**src/rtl/dtsc_pkg.sv**
```systemverilog
// ----------------------------------------------------------------------------
// dtsc_pkg
// Shared types, constants and tables for the date-to-seconds compare block.
// ----------------------------------------------------------------------------
package dtsc_pkg;

   localparam logic [11:0] BASE_YEAR       = 12'd1900;
   localparam logic [16:0] SECS_PER_DAY    = 17'd86400;
   localparam logic [24:0] SECS_PER_YEAR   = 25'd31536000;
   localparam logic [11:0] SECS_PER_HOUR   = 12'd3600;
   localparam logic [5:0]  SECS_PER_MINUTE = 6'd60;
   localparam logic [9:0]  MS_PER_SEC      = 10'd1000;
   localparam logic [8:0]  BASE_MOD400     = 9'd300;
   localparam logic [3:0]  MONTHS_PER_YEAR = 4'd12;

   localparam int          CSR_IDX_W = 3;
   localparam int          CSR_DATA_W = 12;

   localparam logic [CSR_IDX_W-1:0] CSR_REF_YEAR        = 3'd0;
   localparam logic [CSR_IDX_W-1:0] CSR_REF_MONTH       = 3'd1;
   localparam logic [CSR_IDX_W-1:0] CSR_REF_DAY         = 3'd2;
   localparam logic [CSR_IDX_W-1:0] CSR_REF_HOUR        = 3'd3;
   localparam logic [CSR_IDX_W-1:0] CSR_REF_MINUTE      = 3'd4;
   localparam logic [CSR_IDX_W-1:0] CSR_REF_SECOND      = 3'd5;
   localparam logic [CSR_IDX_W-1:0] CSR_REF_MILLISECOND = 3'd6;

   typedef struct packed {
      logic [11:0] year;
      logic [3:0]  month;
      logic [4:0]  day;
      logic [4:0]  hour;
      logic [5:0]  minute;
      logic [5:0]  second;
      logic [9:0]  millisecond;
   } req_type;

   typedef struct packed {
      logic [32:0]        total_seconds;
      logic signed [43:0] diff_ms;
      logic               is_before;
      logic               is_after;
      logic               is_equal;
   } rsp_type;

   typedef enum logic [3:0] {
      OP_IDLE   = 4'd0,
      OP_YEAR   = 4'd1,
      OP_MONTH  = 4'd2,
      OP_DAY    = 4'd3,
      OP_HOUR   = 4'd4,
      OP_MINSEC = 4'd5,
      OP_SCALE  = 4'd6,
      OP_DIFF   = 4'd7,
      OP_EMIT   = 4'd8
   } op_type;

   typedef enum logic [2:0] {
      CND_NONE  = 3'd0,
      CND_NOREQ = 3'd1,
      CND_YEAR  = 3'd2,
      CND_MONTH = 3'd3,
      CND_FULL  = 3'd4
   } cond_type;

   localparam int PC_W = 4;
   localparam logic [PC_W-1:0] PC_LAST = 4'd8;

   typedef struct packed {
      op_type              op;
      cond_type            cond;
      logic [PC_W-1:0]     target;
   } uword_type;

   typedef struct packed {
      logic year_busy;
      logic month_busy;
   } lane_status_type;

   typedef struct packed {
      logic req_valid;
      logic year_busy;
      logic month_busy;
      logic out_full;
   } seq_status_type;

   function automatic int sec_width(input int span);
      return $clog2((longint'(span) + 64'd1) * 64'd31622400);
   endfunction

   function automatic int ms_width(input int span);
      return $clog2((longint'(span) + 64'd1) * 64'd31622400 * 64'd1000);
   endfunction

   // seconds in month idx (0 is January)
   function automatic logic [21:0] month_secs(input logic leap, input logic [3:0] idx);
      logic [4:0] days;
      case (idx)
         4'd0, 4'd2, 4'd4, 4'd6, 4'd7, 4'd9, 4'd11: days = 5'd31;
         4'd3, 4'd5, 4'd8, 4'd10:                  days = 5'd30;
         4'd1:                                     days = leap ? 5'd29 : 5'd28;
         default:                                  days = 5'd0;
      endcase
      return 22'(days) * 22'(SECS_PER_DAY);
   endfunction

endpackage

```
**src/rtl/dtsc_chan_if.sv**
```systemverilog
// ----------------------------------------------------------------------------
// dtsc_chan_if
// Valid/ready channel carrying one request or response payload.
// ----------------------------------------------------------------------------
interface dtsc_chan_if #(
   parameter type payload_type = logic
) ();
   logic        valid;
   logic        ready;
   payload_type data;

   modport source (output valid, output data, input ready);
   modport sink   (input valid, input data, output ready);
endinterface

```
**src/rtl/dtsc_seq.sv**
```systemverilog
// ----------------------------------------------------------------------------
// dtsc_seq
// Microcode sequencer: step counter, control ROM and conditional jumps.
// ----------------------------------------------------------------------------
module dtsc_seq (
   input  logic                    clock,
   input  logic                    reset,
   input  dtsc_pkg::seq_status_type status,
   output dtsc_pkg::op_type         op,
   output logic                    ready
);

   function automatic dtsc_pkg::uword_type ucode(input logic [dtsc_pkg::PC_W-1:0] pc);
      dtsc_pkg::uword_type w;
      case (pc)
         4'd0:    w = '{dtsc_pkg::OP_IDLE,   dtsc_pkg::CND_NOREQ, 4'd0};
         4'd1:    w = '{dtsc_pkg::OP_YEAR,   dtsc_pkg::CND_YEAR,  4'd1};
         4'd2:    w = '{dtsc_pkg::OP_MONTH,  dtsc_pkg::CND_MONTH, 4'd2};
         4'd3:    w = '{dtsc_pkg::OP_DAY,    dtsc_pkg::CND_NONE,  4'd0};
         4'd4:    w = '{dtsc_pkg::OP_HOUR,   dtsc_pkg::CND_NONE,  4'd0};
         4'd5:    w = '{dtsc_pkg::OP_MINSEC, dtsc_pkg::CND_NONE,  4'd0};
         4'd6:    w = '{dtsc_pkg::OP_SCALE,  dtsc_pkg::CND_NONE,  4'd0};
         4'd7:    w = '{dtsc_pkg::OP_DIFF,   dtsc_pkg::CND_NONE,  4'd0};
         4'd8:    w = '{dtsc_pkg::OP_EMIT,   dtsc_pkg::CND_FULL,  4'd8};
         default: w = '{dtsc_pkg::OP_IDLE,   dtsc_pkg::CND_NONE,  4'd0};
      endcase
      return w;
   endfunction

   logic [dtsc_pkg::PC_W-1:0] pc_ff;
   logic [dtsc_pkg::PC_W-1:0] pc_in;
   dtsc_pkg::uword_type       word;
   logic                      take;

   always_comb begin
      word = ucode(pc_ff);
      case (word.cond)
         dtsc_pkg::CND_NOREQ: take = !status.req_valid;
         dtsc_pkg::CND_YEAR:  take = status.year_busy;
         dtsc_pkg::CND_MONTH: take = status.month_busy;
         dtsc_pkg::CND_FULL:  take = status.out_full;
         default:             take = 1'b0;
      endcase
      if (take) begin
         pc_in = word.target;
      end else if (pc_ff >= dtsc_pkg::PC_LAST) begin
         pc_in = '0;
      end else begin
         pc_in = pc_ff + dtsc_pkg::PC_W'(1);
      end
   end

   always_ff @(posedge clock) begin
      if (reset) begin
         pc_ff <= '0;
      end else begin
         pc_ff <= pc_in;
      end
   end

   assign op    = word.op;
   assign ready = (word.op == dtsc_pkg::OP_IDLE);

endmodule

```
**src/rtl/dtsc_lane.sv**
```systemverilog
// ----------------------------------------------------------------------------
// dtsc_lane
// Datapath lane: accumulates seconds of one date under sequencer control.
// ----------------------------------------------------------------------------
module dtsc_lane #(
   parameter  int YEAR_SPAN = 256,
   localparam int SEC_W = dtsc_pkg::sec_width(YEAR_SPAN),
   localparam int MS_W  = dtsc_pkg::ms_width(YEAR_SPAN)
) (
   input  logic                      clock,
   input  dtsc_pkg::op_type          op,
   input  logic                      load,
   input  dtsc_pkg::req_type         date,
   output logic [SEC_W-1:0]          sec,
   output logic [MS_W-1:0]           ms_total,
   output dtsc_pkg::lane_status_type status
);

   localparam int OFF_W = (YEAR_SPAN > 1) ? $clog2(YEAR_SPAN) : 1;

   logic [OFF_W-1:0] ytgt_ff, ytgt_in, ycnt_ff, ycnt_in;
   logic [1:0]       c4_ff, c4_in;
   logic [6:0]       c100_ff, c100_in;
   logic [8:0]       c400_ff, c400_in;
   logic [3:0]       mtgt_ff, mtgt_in, mcnt_ff, mcnt_in;
   logic [4:0]       day_ff, day_in, hour_ff, hour_in;
   logic [5:0]       minute_ff, minute_in, second_ff, second_in;
   logic [9:0]       milli_ff, milli_in;
   logic [SEC_W-1:0] acc_ff, acc_in;
   logic [MS_W-1:0]  ms_ff, ms_in;
   logic             leap;
   logic [11:0]      yoff;

   assign leap = ((c4_ff == 2'd0) && (c100_ff != 7'd0)) || (c400_ff == 9'd0);
   assign yoff = date.year - dtsc_pkg::BASE_YEAR;
   assign status.year_busy  = (ycnt_ff != ytgt_ff);
   assign status.month_busy = (mcnt_ff != mtgt_ff);

   always_comb begin
      ytgt_in   = ytgt_ff;
      ycnt_in   = ycnt_ff;
      c4_in     = c4_ff;
      c100_in   = c100_ff;
      c400_in   = c400_ff;
      mtgt_in   = mtgt_ff;
      mcnt_in   = mcnt_ff;
      day_in    = day_ff;
      hour_in   = hour_ff;
      minute_in = minute_ff;
      second_in = second_ff;
      milli_in  = milli_ff;
      acc_in    = acc_ff;
      ms_in     = ms_ff;
      if (load) begin
         if (date.year < dtsc_pkg::BASE_YEAR) begin
            ytgt_in = '0;
         end else if (yoff > 12'(YEAR_SPAN - 1)) begin
            ytgt_in = OFF_W'(YEAR_SPAN - 1);
         end else begin
            ytgt_in = OFF_W'(yoff);
         end
         if (date.month == 4'd0) begin
            mtgt_in = 4'd0;
         end else if (date.month > 4'd13) begin
            mtgt_in = dtsc_pkg::MONTHS_PER_YEAR;
         end else begin
            mtgt_in = date.month - 4'd1;
         end
         day_in    = (date.day == 5'd0) ? 5'd0 : date.day - 5'd1;
         hour_in   = date.hour;
         minute_in = date.minute;
         second_in = date.second;
         milli_in  = date.millisecond;
         ycnt_in   = '0;
         mcnt_in   = '0;
         c4_in     = 2'd0;
         c100_in   = 7'd0;
         c400_in   = dtsc_pkg::BASE_MOD400;
         acc_in    = '0;
      end else begin
         case (op)
            dtsc_pkg::OP_YEAR: begin
               if (status.year_busy) begin
                  acc_in  = acc_ff + SEC_W'(dtsc_pkg::SECS_PER_YEAR)
                          + (leap ? SEC_W'(dtsc_pkg::SECS_PER_DAY) : '0);
                  ycnt_in = ycnt_ff + OFF_W'(1);
                  c4_in   = c4_ff + 2'd1;
                  c100_in = (c100_ff == 7'd99) ? 7'd0 : c100_ff + 7'd1;
                  c400_in = (c400_ff == 9'd399) ? 9'd0 : c400_ff + 9'd1;
               end
            end
            dtsc_pkg::OP_MONTH: begin
               if (status.month_busy) begin
                  acc_in  = acc_ff + SEC_W'(dtsc_pkg::month_secs(leap, mcnt_ff));
                  mcnt_in = mcnt_ff + 4'd1;
               end
            end
            dtsc_pkg::OP_DAY: begin
               acc_in = acc_ff + SEC_W'({5'd0, day_ff} * {5'd0, dtsc_pkg::SECS_PER_DAY});
            end
            dtsc_pkg::OP_HOUR: begin
               acc_in = acc_ff + SEC_W'({12'd0, hour_ff} * {5'd0, dtsc_pkg::SECS_PER_HOUR});
            end
            dtsc_pkg::OP_MINSEC: begin
               acc_in = acc_ff + SEC_W'({6'd0, minute_ff} * {6'd0, dtsc_pkg::SECS_PER_MINUTE})
                      + SEC_W'(second_ff);
            end
            dtsc_pkg::OP_SCALE: begin
               ms_in = MS_W'({10'd0, acc_ff} * {{SEC_W{1'b0}}, dtsc_pkg::MS_PER_SEC})
                     + MS_W'(milli_ff);
            end
            default: begin
            end
         endcase
      end
   end

   always_ff @(posedge clock) begin
      ytgt_ff   <= ytgt_in;
      ycnt_ff   <= ycnt_in;
      c4_ff     <= c4_in;
      c100_ff   <= c100_in;
      c400_ff   <= c400_in;
      mtgt_ff   <= mtgt_in;
      mcnt_ff   <= mcnt_in;
      day_ff    <= day_in;
      hour_ff   <= hour_in;
      minute_ff <= minute_in;
      second_ff <= second_in;
      milli_ff  <= milli_in;
      acc_ff    <= acc_in;
      ms_ff     <= ms_in;
   end

   assign sec      = acc_ff;
   assign ms_total = ms_ff;

endmodule

```
**src/rtl/datetime_to_seconds_compare_top.sv**
```systemverilog
// A request is accepted only while the sequencer is idle. The year loop runs over the
// larger clamped year offset (years past 1900), the month loop over the larger
// completed-month count of the request and reference dates, then the day, hour,
// minsec, scale, diff and emit steps; emit waits while the last response is unaccepted.
// Reset: synchronous, active high; clears sequencer and response valid, and
// returns the reference date to 1900-01-01 00:00:00.000.
// ----------------------------------------------------------------------------
// datetime_to_seconds_compare_top
// Converts a calendar date to seconds since 1900 and compares it in
// milliseconds with a reference date held in CSRs.
// ----------------------------------------------------------------------------
module datetime_to_seconds_compare_top #(
   parameter int YEAR_SPAN = 256
) (
   input  logic                                 clock,
   input  logic                                 reset,
   dtsc_chan_if.sink                            req_chan,
   dtsc_chan_if.source                          rsp_chan,
   input  logic                                 csr_we,
   input  logic [dtsc_pkg::CSR_IDX_W-1:0]       csr_index,
   input  logic [dtsc_pkg::CSR_DATA_W-1:0]      csr_wdata
);

   localparam int SEC_W = dtsc_pkg::sec_width(YEAR_SPAN);
   localparam int MS_W  = dtsc_pkg::ms_width(YEAR_SPAN);
   localparam int DW    = (MS_W + 1 > 44) ? MS_W + 1 : 44;
   localparam int TW    = (SEC_W > 33) ? SEC_W : 33;

   dtsc_pkg::req_type         ref_ff, ref_in;
   dtsc_pkg::op_type          op;
   dtsc_pkg::seq_status_type  seq_status;
   dtsc_pkg::lane_status_type in_status, ref_status;
   logic                      seq_ready;
   logic                      fire;
   logic [SEC_W-1:0]          in_sec, ref_sec;
   logic [MS_W-1:0]           in_ms, ref_ms;
   logic [DW-1:0]             diff_wide;
   logic [TW-1:0]             sec_wide;
   logic [43:0]               diff_ff, diff_in;
   logic                      before_ff, before_in, after_ff, after_in;
   logic                      equal_ff, equal_in;
   dtsc_pkg::rsp_type         rsp_data_ff, rsp_data_in;
   logic                      rsp_valid_ff, rsp_valid_in;
   logic                      emit;

   assign fire           = req_chan.valid && seq_ready;
   assign req_chan.ready = seq_ready;

   assign seq_status.req_valid  = req_chan.valid;
   assign seq_status.year_busy  = in_status.year_busy || ref_status.year_busy;
   assign seq_status.month_busy = in_status.month_busy || ref_status.month_busy;
   assign seq_status.out_full   = rsp_valid_ff && !rsp_chan.ready;

   dtsc_seq u_seq (
      .clock  (clock),
      .reset  (reset),
      .status (seq_status),
      .op     (op),
      .ready  (seq_ready)
   );

   dtsc_lane #(.YEAR_SPAN(YEAR_SPAN)) u_in_lane (
      .clock    (clock),
      .op       (op),
      .load     (fire),
      .date     (req_chan.data),
      .sec      (in_sec),
      .ms_total (in_ms),
      .status   (in_status)
   );

   dtsc_lane #(.YEAR_SPAN(YEAR_SPAN)) u_ref_lane (
      .clock    (clock),
      .op       (op),
      .load     (fire),
      .date     (ref_ff),
      .sec      (ref_sec),
      .ms_total (ref_ms),
      .status   (ref_status)
   );

   // reference CSRs
   always_comb begin
      ref_in = ref_ff;
      if (csr_we) begin
         case (csr_index)
            dtsc_pkg::CSR_REF_YEAR:        ref_in.year        = csr_wdata;
            dtsc_pkg::CSR_REF_MONTH:       ref_in.month       = csr_wdata[3:0];
            dtsc_pkg::CSR_REF_DAY:         ref_in.day         = csr_wdata[4:0];
            dtsc_pkg::CSR_REF_HOUR:        ref_in.hour        = csr_wdata[4:0];
            dtsc_pkg::CSR_REF_MINUTE:      ref_in.minute      = csr_wdata[5:0];
            dtsc_pkg::CSR_REF_SECOND:      ref_in.second      = csr_wdata[5:0];
            dtsc_pkg::CSR_REF_MILLISECOND: ref_in.millisecond = csr_wdata[9:0];
            default: begin
            end
         endcase
      end
   end

   always_ff @(posedge clock) begin
      if (reset) begin
         ref_ff <= '{dtsc_pkg::BASE_YEAR, 4'd1, 5'd1, 5'd0, 6'd0, 6'd0, 10'd0};
      end else begin
         ref_ff <= ref_in;
      end
   end

   // compare
   assign diff_wide = DW'(in_ms) - DW'(ref_ms);
   assign sec_wide  = TW'(in_sec);

   always_comb begin
      diff_in   = diff_ff;
      before_in = before_ff;
      after_in  = after_ff;
      equal_in  = equal_ff;
      if (op == dtsc_pkg::OP_DIFF) begin
         diff_in   = diff_wide[43:0];
         before_in = (in_ms < ref_ms);
         after_in  = (in_ms > ref_ms);
         equal_in  = (in_ms == ref_ms);
      end
   end

   always_ff @(posedge clock) begin
      diff_ff   <= diff_in;
      before_ff <= before_in;
      after_ff  <= after_in;
      equal_ff  <= equal_in;
   end

   // response register
   assign emit = (op == dtsc_pkg::OP_EMIT) && !seq_status.out_full;

   always_comb begin
      rsp_data_in  = rsp_data_ff;
      rsp_valid_in = rsp_valid_ff;
      if (emit) begin
         rsp_data_in.total_seconds = sec_wide[32:0];
         rsp_data_in.diff_ms       = diff_ff;
         rsp_data_in.is_before     = before_ff;
         rsp_data_in.is_after      = after_ff;
         rsp_data_in.is_equal      = equal_ff;
         rsp_valid_in              = 1'b1;
      end else if (rsp_chan.ready) begin
         rsp_valid_in = 1'b0;
      end
   end

   always_ff @(posedge clock) begin
      if (reset) begin
         rsp_valid_ff <= 1'b0;
      end else begin
         rsp_valid_ff <= rsp_valid_in;
      end
   end

   always_ff @(posedge clock) begin
      rsp_data_ff <= rsp_data_in;
   end

   assign rsp_chan.valid = rsp_valid_ff;
   assign rsp_chan.data  = rsp_data_ff;

`ifndef SYNTHESIS
   a_rsp_from_emit: assert property (@(posedge clock) disable iff (reset)
      $rose(rsp_chan.valid) |-> $past(op == dtsc_pkg::OP_EMIT))
      else $error("response valid rose outside the emit step");

   a_busy_after_accept: assert property (@(posedge clock) disable iff (reset)
      fire |=> !req_chan.ready)
      else $error("sequencer stayed idle after accepting a request");

   a_flags_onehot: assert property (@(posedge clock) disable iff (reset)
      rsp_chan.valid |-> $onehot({rsp_chan.data.is_before, rsp_chan.data.is_after,
                                  rsp_chan.data.is_equal}))
      else $error("compare flags not one-hot");
`endif

endmodule
```
**src/flat_wrapper.sv**
```systemverilog
// flat-port wrapper written by rule: the top's interface ports become plain ports
module datetime_to_seconds_compare_top_flat 
#(
   parameter int YEAR_SPAN = 256
)
  (clock, reset, csr_we, csr_index, csr_wdata, req_chan_valid, req_chan_data, req_chan_ready, rsp_chan_valid, rsp_chan_data, rsp_chan_ready);
  dtsc_chan_if req_chan_i ();
  dtsc_chan_if rsp_chan_i ();
  input  logic clock;
  input  logic reset;
  input  logic csr_we;
  input  logic [dtsc_pkg::CSR_IDX_W-1:0] csr_index;
  input  logic [dtsc_pkg::CSR_DATA_W-1:0] csr_wdata;
  input wire logic [$bits(req_chan_i.valid)-1:0] req_chan_valid;
  input wire logic [$bits(req_chan_i.data)-1:0] req_chan_data;
  output wire logic [$bits(req_chan_i.ready)-1:0] req_chan_ready;
  output wire logic [$bits(rsp_chan_i.valid)-1:0] rsp_chan_valid;
  output wire logic [$bits(rsp_chan_i.data)-1:0] rsp_chan_data;
  input wire logic [$bits(rsp_chan_i.ready)-1:0] rsp_chan_ready;
  assign req_chan_i.valid = req_chan_valid;
  assign req_chan_i.data = req_chan_data;
  assign req_chan_ready = req_chan_i.ready;
  assign rsp_chan_valid = rsp_chan_i.valid;
  assign rsp_chan_data = rsp_chan_i.data;
  assign rsp_chan_i.ready = rsp_chan_ready;
  datetime_to_seconds_compare_top #(.YEAR_SPAN(YEAR_SPAN)) u_core (.clock(clock), .reset(reset), .req_chan(req_chan_i), .rsp_chan(rsp_chan_i), .csr_we(csr_we), .csr_index(csr_index), .csr_wdata(csr_wdata));
endmodule
```
**config.mk**
```make
export PLATFORM = sky130hd
export DESIGN_NAME = datetime_to_seconds_compare_top_flat
export DESIGN_NICKNAME = d
export VERILOG_FILES = /design/src/rtl/dtsc_pkg.sv /design/src/rtl/dtsc_chan_if.sv /design/src/rtl/dtsc_seq.sv /design/src/rtl/dtsc_lane.sv /design/src/rtl/datetime_to_seconds_compare_top.sv /design/src/flat_wrapper.sv
export SDC_FILE = /design/constraint.sdc
export NUM_CORES = 2
export LEC_CHECK = 0
export BUFFER_PORTS_ARGS = -buffer_cell sky130_fd_sc_hd__buf_2
export CORE_ASPECT_RATIO = 0.9
export CORE_UTILIZATION = 35
export CTS_CLUSTER_DIAMETER = 60
export DETAILED_ROUTE_END_ITERATION = 7
export GPL_TIMING_DRIVEN = 0
export PLACE_DENSITY_LB_ADDON = 0.1
export SYNTH_ARGS = -nofsm -noshare
export SYNTH_HDL_FRONTEND = slang
export SYNTH_SLANG_ARGS = --single-unit
```
**constraint.sdc**
```tcl
create_clock -name clock -period 6.4 [get_ports clock]
set_input_delay 0.64 -clock clock [delete_from_list [all_inputs] [get_ports clock]]
set_output_delay 0.64 -clock clock [all_outputs]
set_load 0.005 [all_outputs]
```
Word level (Yosys, flattened, before mapping)

Memories as Yosys holds them, arrays and structs flattened. A register that Yosys moved wholly into a read port is not among the register bits.
Cells that the tools add are included.

Bits in registers: 312
Latch bits: 0
RAM bits: 0
Memory bits (read-only): 160
Bits of input ports: 21
Output and inout bits: 3
Logic and storage cells: 203
Memories: 1

Add/subtract/negate cells: 26
$mul: 7
Divide/modulo/power cells: 0
Order comparisons: 4
Equality and inequality tests: 51
Shift operators: 0
Muxes and demuxes: 30
Bitwise logic cells: 2
Reduce and logical (&&, ||, !) cells: 48

Memory list:

| name             | depth | width | read ports | clocked after Yosys merged registers in | wr ports | line           | source |
|---|---|---|---|---|---|---|---|
| (name not given) | 16    | 10    | 1          | 1                                       | 0        | dtsc_seq.sv:15 | `case (pc)` |

Operators by type and width:

| cell                   | count |
|---|---|
| $pmux 33 s5            | 1 |
| $mux 33                | 4 |
| $add 33x17->33         | 3 |
| $add 33x22->33         | 3 |
| $mul 33x7->40 const B  | 2 |
| $add 33x25->33 const B | 2 |
| $pmux 33 s2            | 1 |
| $eq 4x3->1 const B     | 12 |
| $mul 5x10->15 const B  | 3 |
| $add 43x1->43          | 1 |
| $add 43x10->43         | 1 |
| $eq 43x43->1           | 1 |
| $eq 4x4->1 const B     | 9 |
| $mux 17                | 2 |
| $add 33x12->33         | 1 |
| $add 33x6->33          | 1 |
| $mux 5                 | 6 |
| $pmux 5 s3             | 2 |
| $eq 4x2->1 const B     | 6 |
| $reduce_and 2->1       | 12 |
| $add 9x1->9 const B    | 2 |
| $eq 9x9->1 const B     | 2 |
| $logic_not 9->1        | 2 |
| $mux 9                 | 2 |
| 45 further kinds       | 87 |

Logic depth before layout (Yosys ltp)

Depth in word-level cells: 12
Gate-level depth with buffers: 26
Depth with buffers taken out: 26

Hierarchy

Synthesis repeated with hierarchy kept, for this count alone.

Cells, all modules: 4335
Area total of the unflattened synthesis: 39550.4 µm²

Modules (own cells, without submodules):

| module                          | instances | cells each | area an instance (µm²) | sequential area each (µm²) |
|---|---|---|---|---|
| dtsc_lane (u_core.u_in_lane)    | 1         | 2026       | 18340.1                | 3873.7 |
| dtsc_lane (u_core.u_ref_lane)   | 1         | 2006       | 18220.0                | 3873.7 |
| datetime_to_seconds_compare_top | 1         | 245        | 2391.0                 | 1041.0 |
| dtsc_seq                        | 1         | 58         | 599.3                  | 240.2 |

Worst setup path after synthesis

OpenSTA, ideal clock, no wires.

Kind: flip-flop to flip-flop
From: register u_core.u_ref_lane.acc_ff[8], in the netlist u_core.u_ref_lane.sec[8]
To: register u_core.u_ref_lane.ms_ff[42], in the netlist u_core.u_ref_lane.ms_total[42] (data pin)
Library setup time: 0.261 ns
Arrival: 5.276 ns
Data required time: 6.139 ns
Path slack: 0.863 ns
Cell stages (with the launch flop): 19
Buffers on the path: 1
Clock period less this slack: 5.537 ns
Cell sequence: dfxtp_1 -> inv_1 -> fa_1 -> fa_1 -> fa_1 -> fa_1 -> inv_1 -> ha_1 -> buf_2 -> a21oi_1 -> o21ai_0 -> a211oi_2 -> o21bai_4 -> xnor2_2 -> a2111oi_4 -> nand4b_4 -> nor4_4 -> nand4_1 -> xnor2_1

Word-level cells in the longest chain between the ends: 2

Ends and longest elaborated chain:

| item                   | line             | source |
|---|---|---|
| start, declared        | dtsc_lane.sv:29  | `logic [SEC_W-1:0] acc_ff, acc_in;` |
| start signal, assigned | dtsc_lane.sv:131 | `acc_ff <= acc_in;` |
| $mul 33x7->40          | dtsc_lane.sv:109 | `ms_in = MS_W'({10'd0, acc_ff} * {{SEC_W{1'b0}}, dtsc_pkg::MS_PER_SEC})` |
| $add 43x10->43         | dtsc_lane.sv:110 | `+ MS_W'(milli_ff);` |
| end signal, assigned   | dtsc_lane.sv:132 | `ms_ff <= ms_in;` |
| end, declared          | dtsc_lane.sv:30  | `logic [MS_W-1:0] ms_ff, ms_in;` |

No other way between the ends.
A chain may end at the register's enable or synchronous reset.

Worst setup path in the final report

From: register u_core.u_ref_lane.acc_ff[14], in the netlist u_core.u_ref_lane.sec[14]
To: register u_core.u_ref_lane.ms_ff[42], in the netlist u_core.u_ref_lane.ms_total[42] (data pin)

The elaborated chain is that of the path after synthesis.

==> run_results.csv <==
group,metric,value,unit
logic_synthesis,avgSynthCellArea,9.47,um^2
critical_path,timing.reg2reg.worst_path_depth,18,
die,die-height,277,um
grt,grt_overflow_total,0,
final_layout,most_frequent_standard_cell_in_the_layout_excluding_fill_and_tap_cells,"sky130_fd_sc_hd__ha_1",
route,viasPerCell,5.17,
min_path,min_to,"u_core.u_in_lane.milli_ff[0]",
route,first_iter_violations,1295,
final_layout,fillers,8356,
timing,finalSetupTns,0,ns
timing,worst_clock_skew,0.0349,ns
min_path,min-delay-start,"req_chan_data",
timing,final_period_minus_worst_setup_slack,6.07,ns
cts,tritoncts,"done",
die,core_area,83100,um^2
critical_path,crit_buf_inv,4,
logic_synthesis,post_synthesis_cell_area,29500,um^2
critical_path,regToRegStartpoint,"u_core.u_ref_lane.sec[14]",
critical_path,setup.worst_path.start_class,"flop",
place,placed_cell_area,31100,um^2
final_layout,final_design_area_excluding_fillers,32800,um^2
critical_path,timing.setup.critical_path_class,"reg -> reg",
critical_path,crit_family,"adder cells",
route,wire_per_inst,18.6,um
logic_synthesis,async_reset_ff_frac,0,
critical_path,rrSetupSlack,0.33,ns
timing,setup_viol,0,
min_path,timing.hold.worst_path_depth,1,
logic_synthesis,synth_fp_nets,3735,
place,buffer_ports.inserted,20,
route,routed_wl,80900,um
cts,sinks_on_clock_net,304,
route,route.detailed.drc,0,
logic_synthesis,synth_enable_flop_cells,124,
grt,grtUsageTotal,0.191,
cts,cts.reportedPaths.clkPinSlew,0.06,ns
timing,fmax,165,MHz
grt,vias_in_the_first_global_route,22900,
critical_path,worst_ep_required_time,6.74,ns
final_layout,share_of_cells_above_drive_strength_1,0.0594,
route,drtAntennaViolNets,0,
final_layout,n_antenna_cell,0,
grt,antenna_found_initial,0,
critical_path,crit-reg2reg-capture,"u_core.u_ref_lane.ms_total[42]",
critical_path,path_common_cell,"sky130_fd_sc_hd__fa_1",
critical_path,worst-path-max-fanout,7,
critical_path,worstPathCellList,"inv_1, fa_1, fa_1, fa_1, fa_1, inv_1, ha_1, clkbuf_1, nand4_1, or4_1, a21oi_1, or2_1, xnor2_2, nand3b_1, nor4_4, buf_4, nand4_1, xnor2_1",
route,first_pass_iters,5,
logic_synthesis,ys_ff_latch,304,
logic_synthesis,post_synth_num_cell_types,94,
place,routabilityCongestion,0.884,
timing,final-max-slew-violation-count,0,
final_layout,final_net_count,3820,
logic_synthesis,postSynth.topFlopCell,"sky130_fd_sc_hd__dfxtp_1",
grt,grt_pass1_wl,129000,um
timing,tightest_slew,1.37,ns
die,die_width,308,um
critical_path,worst_path_largest_cell_delay,0.58,ns
die,initial_core_util,0.355,
cts,number_of_buffers_created_by_cts,43,
critical_path,timing.critical_path.slowest_stage_cell,"sky130_fd_sc_hd__fa_1",
timing,timing.max_slew.rel_slack,0.0863,
final_layout,final_cell_mix,"361 x sky130_fd_sc_hd__ha_1, 324 x sky130_fd_sc_hd__inv_1, 242 x sky130_fd_sc_hd__fa_1",
timing,final-hold-violation-count,0,
final_layout,finalCoreUtilization,0.394,
cts,root_buffer,"sky130_fd_sc_hd__clkbuf_16",
critical_path,critPathArrivalTime,6.41,ns
cts,htree_num_levels,2,
critical_path,timing.critical_path.depth,18,
place,detailed_place_hpwl,65800,um
route,num_vias,22500,
grt,grt_start_max_net_pins,55,
die,design.portCount,24,
timing,min_period_over_period,0.948,
die,row_count,100,
final_layout,area.growth.synth_to_final,11.1,%
cts,clock_path_buffers,3,
min_path,hold_path_class,"in -> reg",
die,die_area,85400,um^2
outcome,status,"completed",
timing,rsz_0062_raised_after_global_routing,"no",
critical_path,crit_path_end_kind,"flop",
flow_run,max-cap-violations,0,
cts,clk_latency,0.60,ns
logic_synthesis,syn_inst,3111,
logic_synthesis,synth_seq_area_share,0.249,
logic_synthesis,synth_warn,0,
==> layer usage <==
metal,track usage,share of wire,vias to the layer above
li1,-,-,11000
met1,0.271,0.49,11000
met2,0.310,0.46,397
met3,0.0233,0.039,89
met4,0.0424,0.019,0
met5,0,0,-
==> registers in the layout, indices dropped and copies added (netlist names), 9 cells and up <==
signal	flops
u_core.u_ref_lane.c400_ff	9
u_core.u_ref_lane.milli_ff	10
u_core.u_in_lane.c400_ff	9
u_core.u_in_lane.ms_total	34
u_core.u_ref_lane.ms_total	43
u_core.u_ref_lane.sec	33
u_core.u_in_lane.sec	26
u_core.ref_ff	48
==> kinds of logic after synthesis <==
| kind of cell | share of synthesized area |
|---|---|
| simple gates | 0.126 |
| compound gates | 0.150 |
| fa+ha+maj | 0.318 |
| buf+inv | 0.0523 |
| flops | 0.249 |
| xor+xnor | 0.0873 |
| mux | 0.0175 |
==> cells in the mapped netlist (8+ instances only) <==
master | instances | share of area
sky130_fd_sc_hd__ha_1 | 361 | 0.15
sky130_fd_sc_hd__inv_1 | 331 | 0.042
sky130_fd_sc_hd__fa_1 | 242 | 0.16
sky130_fd_sc_hd__nor2_1 | 232 | 0.030
sky130_fd_sc_hd__a21oi_1 | 215 | 0.037
sky130_fd_sc_hd__nand2_1 | 211 | 0.027
sky130_fd_sc_hd__dfxtp_1 | 180 | 0.12
sky130_fd_sc_hd__xnor2_1 | 170 | 0.051
sky130_fd_sc_hd__o21ai_0 | 129 | 0.022
sky130_fd_sc_hd__edfxtp_1 | 124 | 0.13
sky130_fd_sc_hd__xor2_1 | 120 | 0.036
sky130_fd_sc_hd__clkbuf_1 | 64 | 0.0082
sky130_fd_sc_hd__a21o_1 | 59 | 0.015
sky130_fd_sc_hd__nand3_1 | 54 | 0.0092
sky130_fd_sc_hd__nor3_1 | 52 | 0.0088
sky130_fd_sc_hd__mux2i_1 | 46 | 0.016
sky130_fd_sc_hd__nand4_1 | 39 | 0.0083
sky130_fd_sc_hd__nand2b_1 | 33 | 0.0070
sky130_fd_sc_hd__a211oi_1 | 31 | 0.0079
sky130_fd_sc_hd__nor2b_1 | 30 | 0.0064
sky130_fd_sc_hd__o21a_1 | 29 | 0.0074
sky130_fd_sc_hd__a31oi_1 | 28 | 0.0059
sky130_fd_sc_hd__and3_1 | 27 | 0.0057
sky130_fd_sc_hd__o21bai_1 | 20 | 0.0051
sky130_fd_sc_hd__nor4_1 | 19 | 0.0040
sky130_fd_sc_hd__o211ai_1 | 16 | 0.0041
sky130_fd_sc_hd__a211o_1 | 15 | 0.0045
sky130_fd_sc_hd__and2_1 | 15 | 0.0032
sky130_fd_sc_hd__o22ai_1 | 14 | 0.0030
sky130_fd_sc_hd__o31ai_1 | 11 | 0.0028
sky130_fd_sc_hd__a221oi_1 | 10 | 0.0030
sky130_fd_sc_hd__or3_1 | 10 | 0.0021
sky130_fd_sc_hd__and4_1 | 8 | 0.0024
sky130_fd_sc_hd__o21ai_1 | 8 | 0.0014
==> cell type report <==
cell class	instances	area, um^2	area share
Buffer	74	290	0.00886
Clock buffer	49	1110	0.0338
Clock inverter	31	363	0.0111
Inverter	332	1270	0.0389
Multi-Input combinational cell	2399	20700	0.631
Sequential cell	304	7340	0.224
Tap cell	1122	1400	0.0429
Timing Repair Buffer	42	310	0.00947
==> worst max-delay path by stage <==
stage / slack, ns / start / endpoint
CTS: 0.004 / u_core.u_ref_lane.sec[9] / u_core.u_ref_lane.ms_total[41]
global placement: 0.04 / u_core.u_ref_lane.sec[11] / u_core.u_ref_lane.ms_total[42]
global route: 0.02 / u_core.u_ref_lane.sec[5] / u_core.u_ref_lane.ms_total[42]
finish: 0.33 / u_core.u_ref_lane.sec[14] / u_core.u_ref_lane.ms_total[42]
floorplan: 0.86 / u_core.u_ref_lane.sec[8] / u_core.u_ref_lane.ms_total[42]
detailed placement: 0.006 / u_core.u_ref_lane.sec[21] / u_core.u_ref_lane.ms_total[41]
==> through the flow <==
step / setup slack, ns / cells / hold WS (ns)
finish: 0.332 / 4353 / 0.242
global route: 0.0244 / 4353 / 0.211
CTS: 0.00354 / 4339 / 0.200
detailed placement: 0.00643 / 4256 / 0.407
global placement: 0.0409 / 4253 / 0.406
floorplan: 0.863 / 3111 / 0.400
==> worst reg2reg max path, stage by stage, from the launching register on <==
cell and delay [ns]:
sky130_fd_sc_hd__dfxtp_1 0.54, sky130_fd_sc_hd__inv_1 0.29, sky130_fd_sc_hd__fa_1 0.58, sky130_fd_sc_hd__fa_1 0.44, sky130_fd_sc_hd__fa_1 0.49, sky130_fd_sc_hd__fa_1 0.51, sky130_fd_sc_hd__inv_1 0.04, sky130_fd_sc_hd__ha_1 0.26
sky130_fd_sc_hd__clkbuf_1 0.30, sky130_fd_sc_hd__nand4_1 0.19, sky130_fd_sc_hd__or4_1 0.51, sky130_fd_sc_hd__a21oi_1 0.24, sky130_fd_sc_hd__or2_1 0.23, sky130_fd_sc_hd__xnor2_2 0.19, sky130_fd_sc_hd__nand3b_1 0.25, sky130_fd_sc_hd__nor4_4 0.31
sky130_fd_sc_hd__buf_4 0.17, sky130_fd_sc_hd__nand4_1 0.11, sky130_fd_sc_hd__xnor2_1 0.15
==> repair_timing <==
action / 4_1_cts / 5_1_grt
resized for setup: 3 / 26
hold buffers: 0 / 0
buffers inserted: 3 / 16
pin swaps: 0 / 3
endpoints found under the setup margin: 2 / 17
Power is left out: the tool's default activity adds up to more than one toggle a clock period on the data nets, which glitch-free logic cannot reach.
